### src/hw/rtl/assert_macros.svh
// Assertion macros used by the RTL top level.
`ifndef ASSERT_MACROS_SVH
`define ASSERT_MACROS_SVH
`ifndef SYNTH
`define GCSL_ASSERT(lbl, prop, msg) \
    lbl: assert property (@(posedge i_clk) disable iff (!i_rst_n) prop) else $error(msg);
`define GCSL_ASSERT_RST(lbl, prop, msg) \
    lbl: assert property (@(posedge i_clk) prop) else $error(msg);
`else
`define GCSL_ASSERT(lbl, prop, msg)
`define GCSL_ASSERT_RST(lbl, prop, msg)
`endif
`endif

### src/hw/rtl/gcsl_pkg.sv
// Types, constants and functions of the Gray code structured-light decoder.
package gcsl_pkg;

    localparam int IMG_WIDTH  = 640;
    localparam int IMG_HEIGHT = 480;
    localparam int CODE_BITS  = 10;
    localparam int PIXELS     = IMG_WIDTH * IMG_HEIGHT;
    localparam int ADDR_W     = $clog2(PIXELS);

    localparam int MODE_W   = 2;
    localparam int X_W      = 10;
    localparam int Y_W      = 9;
    localparam int SAMPLE_W = 8;
    localparam int STAGE_W  = 4;
    localparam int PROJ_W   = 10;
    localparam int CFG_IDX_W = 1;

    localparam logic [MODE_W-1:0] MODE_REF  = 2'd0;
    localparam logic [MODE_W-1:0] MODE_PAT  = 2'd1;
    localparam logic [MODE_W-1:0] MODE_READ = 2'd2;

    localparam logic [CFG_IDX_W-1:0] CFG_BLACK_MARGIN = 1'b0;
    localparam logic [CFG_IDX_W-1:0] CFG_WHITE_MARGIN = 1'b1;

    localparam logic [SAMPLE_W-1:0] MARGIN_RESET = 8'd50;

    typedef struct packed {
        logic [SAMPLE_W-1:0]  black;
        logic [SAMPLE_W-1:0]  white;
        logic [CODE_BITS-1:0] code_col;
        logic [CODE_BITS-1:0] code_row;
    } t_entry;

    localparam int ENTRY_W = $bits(t_entry);

    typedef struct packed {
        logic [MODE_W-1:0]   mode;
        logic [ADDR_W-1:0]   addr;
        logic [X_W-1:0]      px;
        logic [Y_W-1:0]      py;
        logic [SAMPLE_W-1:0] sa;
        logic [SAMPLE_W-1:0] sb;
        logic                axis;
        logic [STAGE_W-1:0]  stage;
    } t_item;

    typedef struct packed {
        logic              we;
        logic [ADDR_W-1:0] addr;
        t_entry            data;
    } t_wr;

    typedef struct packed {
        logic              valid;
        logic [X_W-1:0]    cam_x;
        logic [Y_W-1:0]    cam_y;
        logic [PROJ_W-1:0] proj_row;
        logic [PROJ_W-1:0] proj_col;
        logic              ok;
    } t_res;

    function automatic logic [CODE_BITS-1:0] gray_to_bin(input logic [CODE_BITS-1:0] g);
        logic [CODE_BITS-1:0] b;
        for (int i = 0; i < CODE_BITS; i++) begin
            b[i] = ^(g >> i);
        end
        return b;
    endfunction

endpackage

### src/hw/rtl/gcsl_update.sv
// Per-pixel update: threshold a pattern pair, build the write-back word and the readout.
module gcsl_update (
    input  gcsl_pkg::t_item                   i_item,
    input  gcsl_pkg::t_entry                  i_entry,
    input  logic [gcsl_pkg::SAMPLE_W-1:0]     i_black_margin,
    input  logic [gcsl_pkg::SAMPLE_W-1:0]     i_white_margin,
    output gcsl_pkg::t_wr                     o_wr,
    output gcsl_pkg::t_res                    o_res
);
    import gcsl_pkg::*;

    logic [SAMPLE_W:0]      lo;
    logic signed [SAMPLE_W+1:0] hi;
    logic signed [SAMPLE_W+2:0] lo_x;
    logic signed [SAMPLE_W+2:0] hi_x;
    logic signed [SAMPLE_W+2:0] a_x;
    logic signed [SAMPLE_W+2:0] b_x;
    logic                   a_above;
    logic                   b_above;
    logic                   bit_set;
    logic [CODE_BITS-1:0]   add;
    logic [CODE_BITS-1:0]   bin_row;
    logic [CODE_BITS-1:0]   bin_col;
    t_entry                 upd;

    assign lo   = {1'b0, i_entry.black} + {1'b0, i_black_margin};
    assign hi   = $signed({2'b00, i_entry.white}) - $signed({2'b00, i_white_margin});
    assign lo_x = $signed({2'b00, lo});
    assign hi_x = {hi[SAMPLE_W+1], hi};
    assign a_x  = $signed({3'b000, i_item.sa});
    assign b_x  = $signed({3'b000, i_item.sb});

    assign a_above = (a_x > lo_x) && (a_x > hi_x);
    assign b_above = (b_x > lo_x) && (b_x > hi_x);
    assign bit_set = a_above && !b_above;
    assign add     = CODE_BITS'(1) << i_item.stage;

    assign bin_row = gray_to_bin(i_entry.code_row);
    assign bin_col = gray_to_bin(i_entry.code_col);

    always_comb begin
        upd = i_entry;
        if (i_item.axis) begin
            upd.code_row = i_entry.code_row | add;
        end else begin
            upd.code_col = i_entry.code_col | add;
        end
    end

    always_comb begin
        o_wr.addr = i_item.addr;
        o_wr.data = upd;
        o_wr.we   = 1'b0;
        case (i_item.mode)
            MODE_REF: begin
                o_wr.we   = 1'b1;
                o_wr.data = '{black: i_item.sa, white: i_item.sb, code_col: '0, code_row: '0};
            end
            MODE_PAT: begin
                o_wr.we = bit_set;
            end
            default: begin
                o_wr.we = 1'b0;
            end
        endcase
    end

    assign o_res.valid    = (i_item.mode == MODE_READ);
    assign o_res.cam_x    = i_item.px;
    assign o_res.cam_y    = i_item.py;
    assign o_res.proj_row = PROJ_W'(bin_row);
    assign o_res.proj_col = PROJ_W'(bin_col);
    assign o_res.ok       = (|bin_row) && (|bin_col);
endmodule

### config.mk
export PLATFORM = sky130hd
export DESIGN_NAME = gcsl_update
export DESIGN_NICKNAME = d
export VERILOG_FILES = /design/src/hw/rtl/assert_macros.svh /design/src/hw/rtl/gcsl_pkg.sv /design/src/hw/rtl/gcsl_update.sv
export SDC_FILE = /design/constraint.sdc
export NUM_CORES = 1
export LEC_CHECK = 0
export CAP_MARGIN = 20
export CORE_AREA = 5 5 78 80
export DETAILED_ROUTE_END_ITERATION = 7
export DIE_AREA = 0 0 83 85
export DONT_BUFFER_PORTS = 1
export GPL_TIMING_DRIVEN = 0
export PLACE_DENSITY = 0.63
export SLEW_MARGIN = 20
export SYNTH_ARGS = -nofsm -noshare
export SYNTH_HDL_FRONTEND = slang
export SYNTH_SLANG_ARGS = --single-unit
### constraint.sdc
create_clock -name vclk -period 6.01
set_input_delay 1.202 -clock vclk [all_inputs]
set_output_delay 1.202 -clock vclk [all_outputs]
set_load 0.01 [all_outputs]
# Yosys cells after proc, flatten, opt, wreduce, memory -nomap -nowiden
# Cells that the tools add are included.
[op_classes]
n_addsub = 2
n_lt_le_gt_ge = 4
n_eq_ne = 2
shifts = 1
n_mux = 4
bitwise = 2
reduce_logical = 28
[ops]
columns = ["cell", "count"]
rows = [
  ["XOR reduction 10 bit", 20],
  ["2-to-1 mux 36 bit", 1],
  ["2-to-1 mux 10 bit", 2],
  ["bitwise OR 10 bit", 2],
  ["OR reduction 10 bit", 2],
  ["> comparator 8 x 9 -> 1 bit", 2],
  ["> comparator 9 bit", 2],
  ["<< shifter 1 x 4 -> 10 bit, first input constant", 1],
  ["adder 8 x 8 -> 9 bit", 1],
  ["subtractor 8 x 8 -> 9 bit", 1],
  ["logical AND 1 bit", 4],
  ["== test 2 x 1 -> 1 bit, second input constant", 1],
  ["== test 2 bit, second input constant", 1],
  ["logical NOT 2 bit", 1],
  ["case mux 1 bit (2 select lines)", 1],
  ["logical NOT 1 bit", 1],
]
[word_totals]
regBits = 0
output_inout_bits = 97
elab_cells = 43

# Logic depth before layout (Yosys ltp)
# Gate-level depths: netlist (run 1).
[depth]
word_depth = 6
depth_mapped = 15
depth_no_buf = 15

# Least setup slack after synthesis (run 1)
# No wires, ideal clock.
[synth_path]
kind = "input-to-output"
start = "input port i_entry[20] (netlist bit)"
end = "output port o_wr[55] (netlist bit)"
t_arrival_ns = 4.031
required_ns = 4.808
setup_slack_ns = 0.777
path_stages = 15
path_cell_list = "inv_1 -> ha_1 -> fa_1 -> nor2b_1 -> o21ai_0 -> a21o_1 -> ha_1 -> and3_1 -> o21ai_0 -> nand3_1 -> a211oi_1 -> nor3_1 -> or4_1 -> nor4bb_1 -> o32a_1"
[synth_rtl]
columns = ["item", "line", "source"]
rows = [
  ["start: declaration", "gcsl_update.sv:4", "input gcsl_pkg::t_entry i_entry,"],
  ["end: declaration", "gcsl_update.sv:7", "output gcsl_pkg::t_wr o_wr,"],
]

==> key figures, run 1 <==
Place
  • Port-buffer cells: 0
  • Post-DP HPWL: 6.32 mm
  • Final GP Congestion: 0.813
  • Placed inst area: 0.00261 mm2

Synthesis
  • Avg Synthesized Cell Area: 7.43 um2
  • Top post-synthesis cells by area: ha_1 23%, buf_4 12%, xnor2_1 8.7%, xor2_1 6.6%, a21oi_1 6.4%
  • Area leader, netlist: ha_1
  • Mux cell area share after synthesis: 0.0626
  • Synth unique cells: 46
  • Syn nets: 500
  • Synth warn: 0
  • Post-Synth XOR/XNOR Area: 0.159
  • Simple-Gate Fraction of Synth Area: 0.171
  • Register area share after synthesis: 0
  • Largest family of logic cells by synthesized area: adder cells
  • Synth Area in Compound Gates: 0.195
  • Synth Cell Area: 0.00252 mm2
  • Synthesized instance count: 339
  • Post-synth top area share: 0.228
  • Synth Area in Adders: 0.248

Global route
  • First-pass GRT wire length: 10.8 mm
  • GRT Overall Usage: 0.175
  • Initial antenna violation count: 0
  • Number of global-route vias before repair: 2,222
  • Largest net degree at the start of global routing: 11
  • GR Overflow Total: 0

Route
  • Post-DR wirelength/cell: 16.9 um
  • Overall routed net length: 6.96 mm
  • Via density: 5.65
  • DRC Markers: 0
  • Drt initial violations: 80
  • DR vias: 2,323
  • DRT Pass-1 Iters: 4
  • Post-DRT Antenna Nets: 0

Layout
  • Area grow syn2layout: 3.57%
  • Commonest cells after routing, fill and taps aside: 46 x ha_1, 40 x buf_4, 32 x a21oi_1, 32 x nor2_1, 25 x xnor2_1
  • Final core occ: 0.489
  • Register area: 0 um2
  • Layout cells sized above 1: 0.186
  • Seq Cell Count: 0
  • Final Cell Area: 0.00261 mm2
  • Clock buf count: 0
  • ANT cells: 0
  • Fin nets: 502
  • Commonest non-fill, non-tap cell in the layout: ha_1

Die
  • DIE HEIGHT: 85 um
  • FP Rows: 27
  • Die area: 0.00706 mm2
  • Die Span X: 83 um
  • Top Ports: 210
  • Initial Util: 0.472
  • Core Area: 0.00534 mm2

Setup path
  • Critical Path Start Type: input port
  • Crit path DAT: 4.28 ns
  • Crit Path Category: in -> out
  • Worst Setup End Kind: output port
  • CP max FO: 3
  • WP data required: 4.81 ns
  • Crit path from: i_entry[20]

Status
  • Status: finished clean

Pwr
  • Max VDD drop: 71.3 uV
  • Pwr dens: 130 mW/mm2
  • LEAKAGE: 0.00123 uW
  • Total power: 338 uW

CTS
  • Cts hold-fix bufs: 0
  • Post-CTS setup buffer count: 0
  • Cts repair resizes: 0

STA
  • Slew @ Worst Pin: 0.652 ns
  • Final number of setup-violating endpoints: 0
  • FMAX: 182 MHz
  • Slew HR: 0.565
  • Tcrit/Tclk final: 0.913
  • TNS Setup: 0 ns
  • Slew Viols, Final: 0
  • Final min period: 5.49 ns
  • RSZ-0062 raised after global routing: false
  • Endpoints failing hold: 0

Run
  • Max-cap violations: 0

Hold path
  • Min-delay src: i_item[59]
  • Hold Crit Class: in -> out
## routing by layer
| metal | global-route usage | vias up | share of wire |
|---|---|---|---|
| li1 | - | 1162 | - |
| met4 | 0.00892 | 0 | 0.0069 |
| met3 | 0.0447 | 8 | 0.090 |
| met1 | 0.229 | 1034 | 0.44 |
| met5 | 0 | - | 0 |
| met2 | 0.302 | 119 | 0.47 |
## layout make-up
type	count	area (um2)
multi-input cells	271	2110
inverters	23	86.3
well taps	72	90.1
fillers	577	2730
plain buffers	45	327
## per-stage QoR
step / hold slack, ns / instances / setup WS (ns)
2_1_floorplan: 2.45 / 339 / 0.777
3_3_place_gp: 2.46 / 411 / 0.529
3_5_place_dp: 2.46 / 411 / 0.501
4_1_cts: 2.46 / 411 / 0.504
5_1_grt: 2.46 / 411 / 0.244
6_report: 2.46 / 411 / 0.524
## synthesized netlist by cell type (all sizes together), types with 2 or more instances
library cell	instances
o21ai	17
buf	41
inv	23
o22ai	2
nand4	4
xor2	20
clkbuf	4
mux2	14
nor3b	3
fa	2
nand3	4
or4	2
a21o	5
a21oi	32
nor2b	8
o21bai	4
o31a	3
nor3	6
a31oi	4
nor2	33
o32a	2
ha	46
o21a	4
nand2	9
or3	2
xnor2	25
o2111ai	2
and3	3
and3b	2
nor4	2
nand2b	3
## path summary, 6_finish.rpt
check,to,slack [ns],cells after the start
min,o_res[40],2.46,1
max,o_wr[55],0.52,15
## worst max-delay path, cell delays in order
cell and delay, ns:
inv_1 0.03, ha_1 0.24, fa_1 0.42, nor2b_1 0.15, o21ai_0 0.09, a21o_1 0.19, ha_1 0.30, and3_1 0.17
o21ai_0 0.09, nand3_1 0.14, a211oi_1 0.32, nor3_1 0.08, or4_1 0.46, nor4bb_1 0.15, o32a_1 0.25
## cell families (layout without fill, tap and decap cells)
kind of cell    count (synthesis)  in the layout
compound gates                 80             80
xor+xnor                       45             45
fa+ha+maj                      49             49
buf+inv                        68             68
mux                            14             14
simple gates                   83             83
## where the power goes
part,switching (uW),internal [uW]
Combinational,193,145
Sequential,0,0
Clock,0,0
Total,193,145
Power figures use the tool's default switching activity.
==> run 2: changes to the inputs <==
- MAX_ROUTING_LAYER: not set -> met4
==> run 2 against run 1 <==
Maximum frequency hardly changed. Worst hold slack stayed put. Count of clock-buffer cells in the layout stayed put. Critical path depth stayed put. Sequential share of layout area stayed put. Routed wire length is 0.23% higher. Design area stayed put. First-iteration DRC count is 3.8% higher. Worst setup slack hardly changed. Critical path type unchanged.
==> key figures, run 2 (synthesized netlist as in run 1, its figures left out) <==
Layout
  • Area grow syn2layout: 3.57% (unchanged)
  • Layout cells sized above 1: 0.186 (unchanged)
  • Final core occ: 0.489 (unchanged)
  • Clock buf count: 0 (unchanged)
  • Fin nets: 502 (unchanged)
  • Seq Cell Count: 0 (unchanged)
  • Commonest non-fill, non-tap cell in the layout: ha_1
  • ANT cells: 0 (unchanged)
  • Final Cell Area: 0.00261 mm2 (unchanged)
  • Commonest cells after routing, fill and taps aside: 46 x ha_1, 40 x buf_4, 32 x a21oi_1, 32 x nor2_1, 25 x xnor2_1
  • Layout fillers: 577 (unchanged)
  • Register area: 0 um2 (unchanged)

STA
  • Slew HR: 0.566 (+0.000876)
  • Final number of setup-violating endpoints: 0 (unchanged)
  • Endpoints failing hold: 0 (unchanged)
  • Final Hold Slack: 2.46 ns (unchanged)
  • Slew Viols, Final: 0 (unchanged)
  • FMAX: 182 MHz (about the same)
  • Slew @ Worst Pin: 0.651 ns (-0.00131 ns)
  • Final min period: 5.49 ns (-0.0000640 ns)
  • Tcrit/Tclk final: 0.913 (about the same)
  • RSZ-0062 raised after global routing: false
  • TNS Setup: 0 ns (unchanged)

Pwr
  • Total power: 338 uW (about the same)
  • LEAKAGE: 0.00123 uW (unchanged)
  • Pwr dens: 130 mW/mm2 (about the same)
  • Max VDD drop: 71.4 uV (about the same)

Setup path
  • CP bufs+invs: 1 (unchanged)
  • CP max FO: 3 (unchanged)
  • Critical-path top delay cell: or4_1
  • Crit-path cells: inv_1, ha_1, fa_1, nor2b_1, o21ai_0, a21o_1, ha_1, and3_1, o21ai_0, nand3_1, a211oi_1, nor3_1, or4_1, nor4bb_1, o32a_1
  • Critical Path Start Type: input port
  • WP data required: 4.81 ns (about the same)
  • Worst Setup End Kind: output port
  • Crit path DAT: 4.28 ns (about the same)
  • CP max stage delay: 0.46 ns (about the same)
  • Crit Path Category: in -> out
  • Cell family with most CP delay: simple AND/OR/NAND/NOR gates

Place
  • Final GP Congestion: 0.825 (+1.5%)
  • Post-DP HPWL: 6.32 mm (unchanged)
  • Placed inst area: 0.00261 mm2 (unchanged)
  • Port-buffer cells: 0 (unchanged)

Global route
  • Number of global-route vias before repair: 2,227 (+0.23%)
  • GR Overflow Total: 0 (unchanged)
  • GRT Overall Usage: 0.180 (+0.00518)
  • Initial antenna violation count: 0 (unchanged)
  • Largest net degree at the start of global routing: 11 (unchanged)
  • First-pass GRT wire length: 10.8 mm (unchanged)

Die
  • Die Span X: 83 um (unchanged)
  • FP Rows: 27 (unchanged)
  • Core Area: 0.00534 mm2 (unchanged)
  • DIE HEIGHT: 85 um (unchanged)
  • Top Ports: 210 (unchanged)
  • Die area: 0.00706 mm2 (unchanged)
  • Initial Util: 0.472 (unchanged)

Route
  • Drt initial violations: 83 (+3.8%)
  • DRT Pass-1 Iters: 4 (unchanged)
  • Post-DR wirelength/cell: 17.0 um (+0.23%)
  • DR vias: 2,319 (-0.17%)
  • Via density: 5.64 (-0.17%)
  • Post-DRT Antenna Nets: 0 (unchanged)
  • Overall routed net length: 6.98 mm (+0.23%)
  • DRC Markers: 0 (unchanged)

Status
  • Status: finished clean

CTS
  • Post-CTS setup buffer count: 0 (unchanged)
  • Cts hold-fix bufs: 0 (unchanged)
  • Cts repair resizes: 0 (unchanged)

Hold path
  • Hold Crit Class: in -> out

Run
  • Max-cap violations: 0 (unchanged)
## run 2: routing by layer
layer / vias up / wire length [um] / track usage
li1: 1161 / - / -
met1: 1034 / 3090 / 0.234
met2: 118 / 3260 / 0.302
met3: 6 / 590 / 0.0379
met4: 0 / 46 / 0.00892
met5: - / 0 / -
## run 2: power by group
part	switching, uW	total [uW]	leakage [uW]	internal (uW)
logic	193	338	0.00123	145
clock network	0	0	0	0
registers	0	0	0	0
## run 2: worst paths after layout
kind	from	endpoint	slack [ns]	cells after the start
worst min-delay path	i_item[59]	o_res[40]	2.46	1
worst max-delay path	i_entry[20]	o_wr[55]	0.52	15
## run 2: through the flow
step / setup WS (ns) / std cells
floorplan: 0.777 / 339
global placement: 0.529 / 411
global route: 0.244 / 411
detailed placement: 0.501 / 411
finish: 0.524 / 411
CTS: 0.504 / 411
## run 2: layout make-up
| cell class | instances | area (um2) | share of cell area |
|---|---|---|---|
| multi-input cells | 271 | 2110 | 0.807 |
| plain buffers | 45 | 327 | 0.125 |
| well taps | 72 | 90.1 | 0.0345 |
| inverters | 23 | 86.3 | 0.0331 |
